==> config.mk <==
export PLATFORM = sky130hd
export DESIGN_NAME = coincidence_event_builder_top
export DESIGN_NICKNAME = d
export VERILOG_FILES = /design/src/rtl/core/ceb_pkg.sv /design/src/rtl/core/coincidence_event_builder_top.sv
export SDC_FILE = /design/constraint.sdc
export NUM_CORES = 1
export LEC_CHECK = 0
export BUFFER_PORTS_ARGS = -buffer_cell sky130_fd_sc_hd__buf_4
export CORE_UTILIZATION = 58
export CTS_CLUSTER_SIZE = 10
export DETAILED_ROUTE_END_ITERATION = 6
export PLACE_DENSITY = 0.84
export SLEW_MARGIN = 30
export SYNTH_ARGS = -nofsm -noshare
export SYNTH_HDL_FRONTEND = slang
export SYNTH_SLANG_ARGS = --single-unit
==> constraint.sdc <==
create_clock -name clk -period 4.8 [get_ports clk]
set_input_delay 0.96 -clock clk [delete_from_list [all_inputs] [get_ports clk]]
set_output_delay 0.96 -clock clk [all_outputs]
set_load 0.05 [all_outputs]
==> src/rtl/core/ceb_pkg.sv <==
// Package for the coincidence event builder: counter sizing, field widths,
// reset values and the count clamp used on result fields.
// No dependencies.
package ceb_pkg;

	// Per-side hit counter width; counters saturate at all ones
	localparam int unsigned COUNT_WIDTH = 8;
	localparam int unsigned NUM_SIDES   = 8;
	localparam int unsigned SIDE_W      = $clog2(NUM_SIDES);

	localparam int unsigned EVENT_W  = 32;
	localparam int unsigned CHAN_W   = 4;
	localparam int unsigned ENERGY_W = 32;
	localparam int unsigned CLASS_W  = 2;
	localparam int unsigned FIELD_W  = 8;

	// Packed stream widths, rounded up to whole bytes
	localparam int unsigned IN_BITS   = EVENT_W + CHAN_W + ENERGY_W + CLASS_W;
	localparam int unsigned IN_DATA_W = ((IN_BITS + 7) / 8) * 8;
	localparam int unsigned OUT_BITS  = 4 * FIELD_W + CLASS_W;
	localparam int unsigned OUT_DATA_W = ((OUT_BITS + 7) / 8) * 8;

	localparam logic [ENERGY_W-1:0] THRESHOLD_RESET = ENERGY_W'(100000);

	localparam logic BOX_A = 1'b0;
	localparam logic BOX_B = 1'b1;

	typedef logic [COUNT_WIDTH-1:0] count_t;

	// Clamp a counter to the width of a result field
	function automatic logic [FIELD_W-1:0] clamp_count(input count_t cnt);
		logic [31:0] wide;
		wide = 32'(cnt);
		return (wide > 32'((1 << FIELD_W) - 1)) ? {FIELD_W{1'b1}} : wide[FIELD_W-1:0];
	endfunction

endpackage

==> src/rtl/core/coincidence_event_builder_top.sv <==
// Coincidence event builder: per-side hit counting and box coincidence check.
// Depends on ceb_pkg for widths, reset values and the count clamp.
//
// channel  | dir | payload
// ---------+-----+---------------------------------------------------------------
// s_*      | in  | tdata: event_id, channel, energy, particle_class; tlast: flush
// m_*      | out | tdata: first_front/back, second_front/back, event_particle;
//          |     | tuser: box
// cfg_*    | in  | data: energy_threshold
//
// Each item passes an input register (_s1) and combinational logic into the
// result register; m_tvalid is registered from an item that closes a box hit.
// One item is taken per cycle while m_tready is high; the result register
// stalls the input register, which in turn drops s_tready.
// Reset clears the open-event state, all eight side counters and the
// threshold (to 100000 eV); there is no clearing pass.
module coincidence_event_builder_top (
	input  logic                               clk,
	input  logic                               arst_n,
	// event_id[31:0], channel[35:32], energy[67:36], particle_class[69:68]
	input  logic [ceb_pkg::IN_DATA_W-1:0]      s_tdata,
	input  logic                               s_tlast,   // flush
	input  logic                               s_tvalid,
	output logic                               s_tready,
	// first_front[7:0], first_back[15:8], second_front[23:16],
	// second_back[31:24], event_particle[33:32]
	output logic [ceb_pkg::OUT_DATA_W-1:0]     m_tdata,
	output logic                               m_tuser,   // box
	output logic                               m_tvalid,
	input  logic                               m_tready,
	input  logic [ceb_pkg::ENERGY_W-1:0]       cfg_data,
	input  logic                               cfg_valid,
	output logic                               cfg_ready
);

	localparam int unsigned CW = ceb_pkg::COUNT_WIDTH;
	localparam int unsigned NS = ceb_pkg::NUM_SIDES;

	// Configuration
	logic [ceb_pkg::ENERGY_W-1:0] threshold_q;

	// Input register
	logic                         valid_s1;
	logic                         flush_s1;
	logic [ceb_pkg::EVENT_W-1:0]  event_id_s1;
	logic [ceb_pkg::CHAN_W-1:0]   channel_s1;
	logic [ceb_pkg::ENERGY_W-1:0] energy_s1;
	logic [ceb_pkg::CLASS_W-1:0]  class_s1;

	// Event state
	logic                         event_open_q;
	logic [ceb_pkg::EVENT_W-1:0]  open_id_q;
	logic [ceb_pkg::CLASS_W-1:0]  open_class_q;
	ceb_pkg::count_t              counts_q [NS];
	ceb_pkg::count_t              counts_d [NS];

	// Result register
	logic                           res_valid_q;
	logic                           res_box_q;
	logic [ceb_pkg::OUT_DATA_W-1:0] res_data_q;

	logic advance;      // result register can take a new value
	logic fire;         // input register item processed this cycle
	logic close_evt;
	logic counted;
	logic det0, det1, det2, det3;
	logic hit_a, hit_b;
	logic [ceb_pkg::OUT_DATA_W-1:0] res_data_d;

	assign cfg_ready = 1'b1;

	assign advance  = !res_valid_q || m_tready;
	assign fire     = valid_s1 && advance;
	assign s_tready = !valid_s1 || advance;

	assign m_tvalid = res_valid_q;
	assign m_tdata  = res_data_q;
	assign m_tuser  = res_box_q;

	// An open event closes on flush or on a change of event number
	assign close_evt = event_open_q && (flush_s1 || (event_id_s1 != open_id_q));

	// Only valid channels above the threshold count; a flush never counts
	assign counted = !flush_s1 && (energy_s1 > threshold_q) && !channel_s1[ceb_pkg::CHAN_W-1];

	// A detector is hit when either of its sides counted anything
	assign det0 = (counts_q[0] | counts_q[1]) != '0;
	assign det1 = (counts_q[2] | counts_q[3]) != '0;
	assign det2 = (counts_q[4] | counts_q[5]) != '0;
	assign det3 = (counts_q[6] | counts_q[7]) != '0;
	assign hit_a = det0 && det1;
	assign hit_b = det2 && det3;

	// Pick box A first, box B otherwise; pack into tdata order
	always_comb begin
		res_data_d = '0;
		if (hit_a) begin
			res_data_d[7:0]   = ceb_pkg::clamp_count(counts_q[0]);
			res_data_d[15:8]  = ceb_pkg::clamp_count(counts_q[1]);
			res_data_d[23:16] = ceb_pkg::clamp_count(counts_q[2]);
			res_data_d[31:24] = ceb_pkg::clamp_count(counts_q[3]);
		end else begin
			res_data_d[7:0]   = ceb_pkg::clamp_count(counts_q[4]);
			res_data_d[15:8]  = ceb_pkg::clamp_count(counts_q[5]);
			res_data_d[23:16] = ceb_pkg::clamp_count(counts_q[6]);
			res_data_d[31:24] = ceb_pkg::clamp_count(counts_q[7]);
		end
		res_data_d[33:32] = open_class_q;
	end

	// Next counter values: clear on close, then add this hit with saturation
	always_comb begin
		for (int i = 0; i < NS; i++) begin
			counts_d[i] = close_evt ? '0 : counts_q[i];
			if (counted && (channel_s1[ceb_pkg::SIDE_W-1:0] == ceb_pkg::SIDE_W'(i))) begin
				if (counts_d[i] != {CW{1'b1}}) begin
					counts_d[i] = counts_d[i] + CW'(1);
				end
			end
		end
	end

	always_ff @(posedge clk or negedge arst_n) begin
		if (!arst_n) begin
			threshold_q  <= ceb_pkg::THRESHOLD_RESET;
			valid_s1     <= 1'b0;
			event_open_q <= 1'b0;
			open_id_q    <= '0;
			open_class_q <= '0;
			res_valid_q  <= 1'b0;
			for (int i = 0; i < NS; i++) begin
				counts_q[i] <= '0;
			end
		end else begin
			if (cfg_valid && cfg_ready) begin
				threshold_q <= cfg_data;
			end
			if (s_tready) begin
				valid_s1 <= s_tvalid;
			end
			if (advance) begin
				res_valid_q <= fire && close_evt && (hit_a || hit_b);
			end
			if (fire) begin
				if (flush_s1) begin
					event_open_q <= 1'b0;
				end else begin
					event_open_q <= 1'b1;
					// Latch number and class of the first hit of a new event
					if (!event_open_q || close_evt) begin
						open_id_q    <= event_id_s1;
						open_class_q <= class_s1;
					end
				end
				for (int i = 0; i < NS; i++) begin
					counts_q[i] <= counts_d[i];
				end
			end
		end
	end

	// Payload registers, no reset
	always_ff @(posedge clk) begin
		if (s_tready && s_tvalid) begin
			flush_s1    <= s_tlast;
			event_id_s1 <= s_tdata[31:0];
			channel_s1  <= s_tdata[35:32];
			energy_s1   <= s_tdata[67:36];
			class_s1    <= s_tdata[69:68];
		end
		if (fire && close_evt && (hit_a || hit_b)) begin
			res_data_q <= res_data_d;
			res_box_q  <= hit_a ? ceb_pkg::BOX_A : ceb_pkg::BOX_B;
		end
	end

`ifndef SYNTHESIS
	// No counts survive outside an open event
	assert property (@(posedge clk) disable iff (!arst_n)
		!event_open_q |-> (det0 == 1'b0 && det1 == 1'b0 && det2 == 1'b0 && det3 == 1'b0))
		else $error("side counters non-zero with no open event");

	// A processed flush leaves no event open
	assert property (@(posedge clk) disable iff (!arst_n)
		(fire && flush_s1) |=> !event_open_q)
		else $error("event still open after flush");

	// A result appears only from an item processed in the cycle before
	assert property (@(posedge clk) disable iff (!arst_n)
		$rose(res_valid_q) |-> $past(fire && close_evt))
		else $error("result without a closing event");

	// A reported box really had both detectors hit
	assert property (@(posedge clk) disable iff (!arst_n)
		m_tvalid |-> ((m_tdata[7:0] | m_tdata[15:8]) != 8'h00 &&
			(m_tdata[23:16] | m_tdata[31:24]) != 8'h00))
		else $error("result for a box without coincidence");

	// An empty result register never blocks the input side
	assert property (@(posedge clk) disable iff (!arst_n)
		!res_valid_q |-> s_tready)
		else $error("input stalled with empty result register");
`endif

endmodule
==> impl_metrics.py <==
metrics = {
    "sta": {
        "rsz0062_at_grt": "false",
        "worst-slew-pin-transition_ps": 872,
        "layout_setup_ws_ps": 974,
        "fmax_ghz": 0.261,
        "finalSetupTns_ps": 0,
        "finalHoldViolCount": 0,
        "finalSetupViolations": 0,
        "fin_worst_skew_ps": 20.0,
        "max_slew_margin": 0.419,
        "slew_violations": 0,
        "fin_crit_sh": 0.797,
        "post-route-min-period_ps": 3830,
    },
    "cells_and_area": {
        "finalInstanceArea_mm2": 0.0135,
        "final_common_cell": "buf_4",
        "antenna_cells": 0,
        "finalNetCount": 1273,
        "layout-drive-gt1-share": 0.239,
        "syn_to_final_growth_pct": 19.5,
        "layout_common_cells": "buf_4 (151), dfrtp_1 (127), nand2_1 (111), edfxtp_1 (106), mux2_2 (64)",
    },
    "synth": {
        "avgSynthCellArea_um2": 11.6,
        "syn_area_mm2": 0.0113,
        "synth_seq_cells": 239,
        "synthArstFlopShare": 0.556,
        "synth_edf_count": 106,
        "ys.flop_type": "dfrtp_1",
        "yosys_warnings": 0,
        "seq_area_frac_synth": 0.575,
        "synthCells": 975,
        "synth_cell_types": 71,
    },
    "routing": {
        "drt_iter0_drc": 564,
        "wl_per_cell_um": 17.6,
        "drc": 0,
        "via_per_inst": 5.87,
        "ant_nets": 0,
        "num_vias": 8235,
        "drt_wl_total_um": 24800,
        "dr.pass1.iters": 6,
    },
    "grt": {
        "grt_first_pass_wirelength_um": 40300,
        "grt_pass1_vias": 8251,
        "grt_overflow": 0,
        "antenna_found_initial": 0,
        "grt_max_degree": 106,
        "track_usage": 0.255,
    },
    "clock_tree": {
        "clkTransAtPathRegs_ps": 60,
        "cts_root_buf": "clkbuf_16",
        "clockBufferDepth": 3,
        "clock_latency_ps": 550,
        "numClockSinks": 239,
        "cts.repair.resized": 0,
        "cts_setup_buffers": 0,
        "cts_hold_buf": 0,
        "cts_tree": "built",
        "cts_buffers": 28,
        "cts_max_level": 1,
    },
    "power_and_ir_drop": {
        "p_comb_frac": 0.152,
        "p_switching_uw": 1390,
        "p_int_uw": 3800,
        "ir_worst_vdd_uv": 349,
        "power_density_mw_per_mm2": 384,
        "cellLeakagePower_uw": 0.00569,
        "seq_power_share": 0.478,
        "p_clk_frac": 0.370,
        "switching_share": 0.268,
    },
    "place": {
        "placed_area_mm2": 0.0127,
        "numPortBuffers": 144,
        "dp_hpwl_um": 16300,
        "place_ws_ps": 1190,
        "place_congestion": 0.917,
    },
    "critical_path": {
        "crit_slowest_cell": "nor4_1",
        "crit_path_end_kind": "register",
        "arrival_ps": 4250,
        "path_buf_inv": 0,
        "max_stage_delay_ps": 670,
        "crit_fanout": 29,
        "critPathKind": "reg2reg",
        "crit_top_cell": "nor2_1",
        "path_delay_family": "simple AND/OR/NAND/NOR gates",
        "worstSetupStartpointType": "register",
        "cp_cell_sequence": "xnor2_1, nand4_1, nor4_1, a31oi_4, nor2b_1, ha_1, and3_1, nand2_1, nor2_1, nor2_1, o21ai_0, nor3_1, a221o_1",
        "worstPathRequired_ps": 5220,
    },
    "die": {
        "rows": 50,
        "core_mm2": 0.0189,
        "ios": 154,
        "initial_utilization": 0.600,
        "die_area_mm2": 0.0201,
        "die_y_um": 142,
        "die_w_um": 142,
    },
    "job": {
        "drv_cap": 0,
    },
    "outcome": {
        "status": "completed",
    },
    "worst_hold_path": {
        "hp-class": "in2async",
    },
}
## cell usage after synthesis, drive strengths merged, types with 3 or more instances
master,n,share of area
xnor2,23,0.018
a211oi,5,0.0033
mux2i,11,0.0097
and4b,3,0.0027
buf,11,0.0064
ha,40,0.044
or3,5,0.0028
nand4,30,0.018
nor3,23,0.012
o21ai,53,0.023
nor4b,3,0.0023
dfstp,6,0.014
o211ai,3,0.0020
a31oi,9,0.0050
a41oi,5,0.0039
nor2b,20,0.011
edfxtp,106,0.28
nor4,30,0.017
a311oi,4,0.0036
clkbuf,29,0.0097
dfrtp,127,0.28
nand2,111,0.037
inv,42,0.014
or2,6,0.0033
mux2,64,0.064
xor2,22,0.017
or4,4,0.0030
and4,3,0.0023
and2,5,0.0028
o31ai,3,0.0020
nand2b,10,0.0055
o41ai,3,0.0023
nand3,27,0.012
and3,24,0.013
nor2,41,0.014
a21oi,30,0.013
## flip-flops by register name (all words and copies together), names as in the netlist
signal        flops
energy_s1        32
m_tuser           1
event_id_s1      32
channel_s1        4
event_open_q      1
open_class_q      2
m_tdata          34
threshold_q      32
valid_s1          1
counts_q         64
open_id_q        32
m_tvalid          1
class_s1          2
flush_s1          1
## worst paths after layout
check	startpoint	to	slack (ps)	cells past startpoint
min reg2reg	open_class_q[1]	m_tdata[33]	440	0
max in group asynchronous	arst_n	open_id_q[9]	3350	2
max reg2reg	open_id_q[13]	counts_q[32]	970	13
min	arst_n	counts_q[49]	430	1
max	open_id_q[13]	counts_q[32]	970	13
min in group clk	open_class_q[1]	m_tdata[33]	440	0
## layout make-up
class                           count  area [µm²]
Multi-Input combinational cell    659        4530
Tap cell                          260         325
Timing Repair Buffer              153        1170
Clock buffer                       49         790
Clock inverter                      2        38.8
Inverter                           42         158
Fill cell                        1317        5360
Sequential cell                   239        6520
## per-layer routing
metal | wire, µm | up-vias | global-route usage | part of all wire
met3 | 1740 | 56 | 0.0489 | 0.070
li1 | - | 3856 | - | -
met2 | 12200 | 336 | 0.429 | 0.49
met4 | 680 | 0 | 0.0877 | 0.027
met1 | 10200 | 3987 | 0.332 | 0.41
met5 | 0 | - | 0 | 0
## cells by family (layout without fill, tap and decap cells)
kind of cell               count (synthesis)  count (layout)  share of synthesized area
buffers and inverters                     82             246                     0.0300
and+or+nand+nor                          349             349                      0.160
adders and majority gates                 40              40                     0.0442
other                                      2               7                   0.000663
DFF                                      239             239                      0.575
xor gates and xnor gates                  45              45                     0.0348
muxes                                     75              75                     0.0733
AOI/OAI and AO/OA                        143             143                     0.0810
## worst reg2reg max path: stages (launching register included)
cell and delay (ps):
dfrtp_1 410, xnor2_1 200, nand4_1 150, nor4_1 670, a31oi_4 480, nor2b_1 320, ha_1 230, and3_1 200
nand2_1 100, nor2_1 360, nor2_1 70, o21ai_0 150, nor3_1 60, a221o_1 290
## stage by stage
step                total power, µW  hold WS [ps]   util  instances
CTS                            5220           449  0.715       1403
floorplan                      3010           421      -        980
detailed placement             3290           436  0.671       1352
global placement               3240           428  0.671       1352
global route                   5400           453  0.716       1404
finish                         5200           432  0.716       1404
## power groups by stage
stage	sequential, µW	clock, µW	combinational (µW)
floorplan	2520	0	493
global placement	2500	0	746
detailed placement	2510	0	774
CTS	2480	1950	788
global route	2500	2040	862
finish	2480	1920	791
Power figures use the tool's default switching activity.
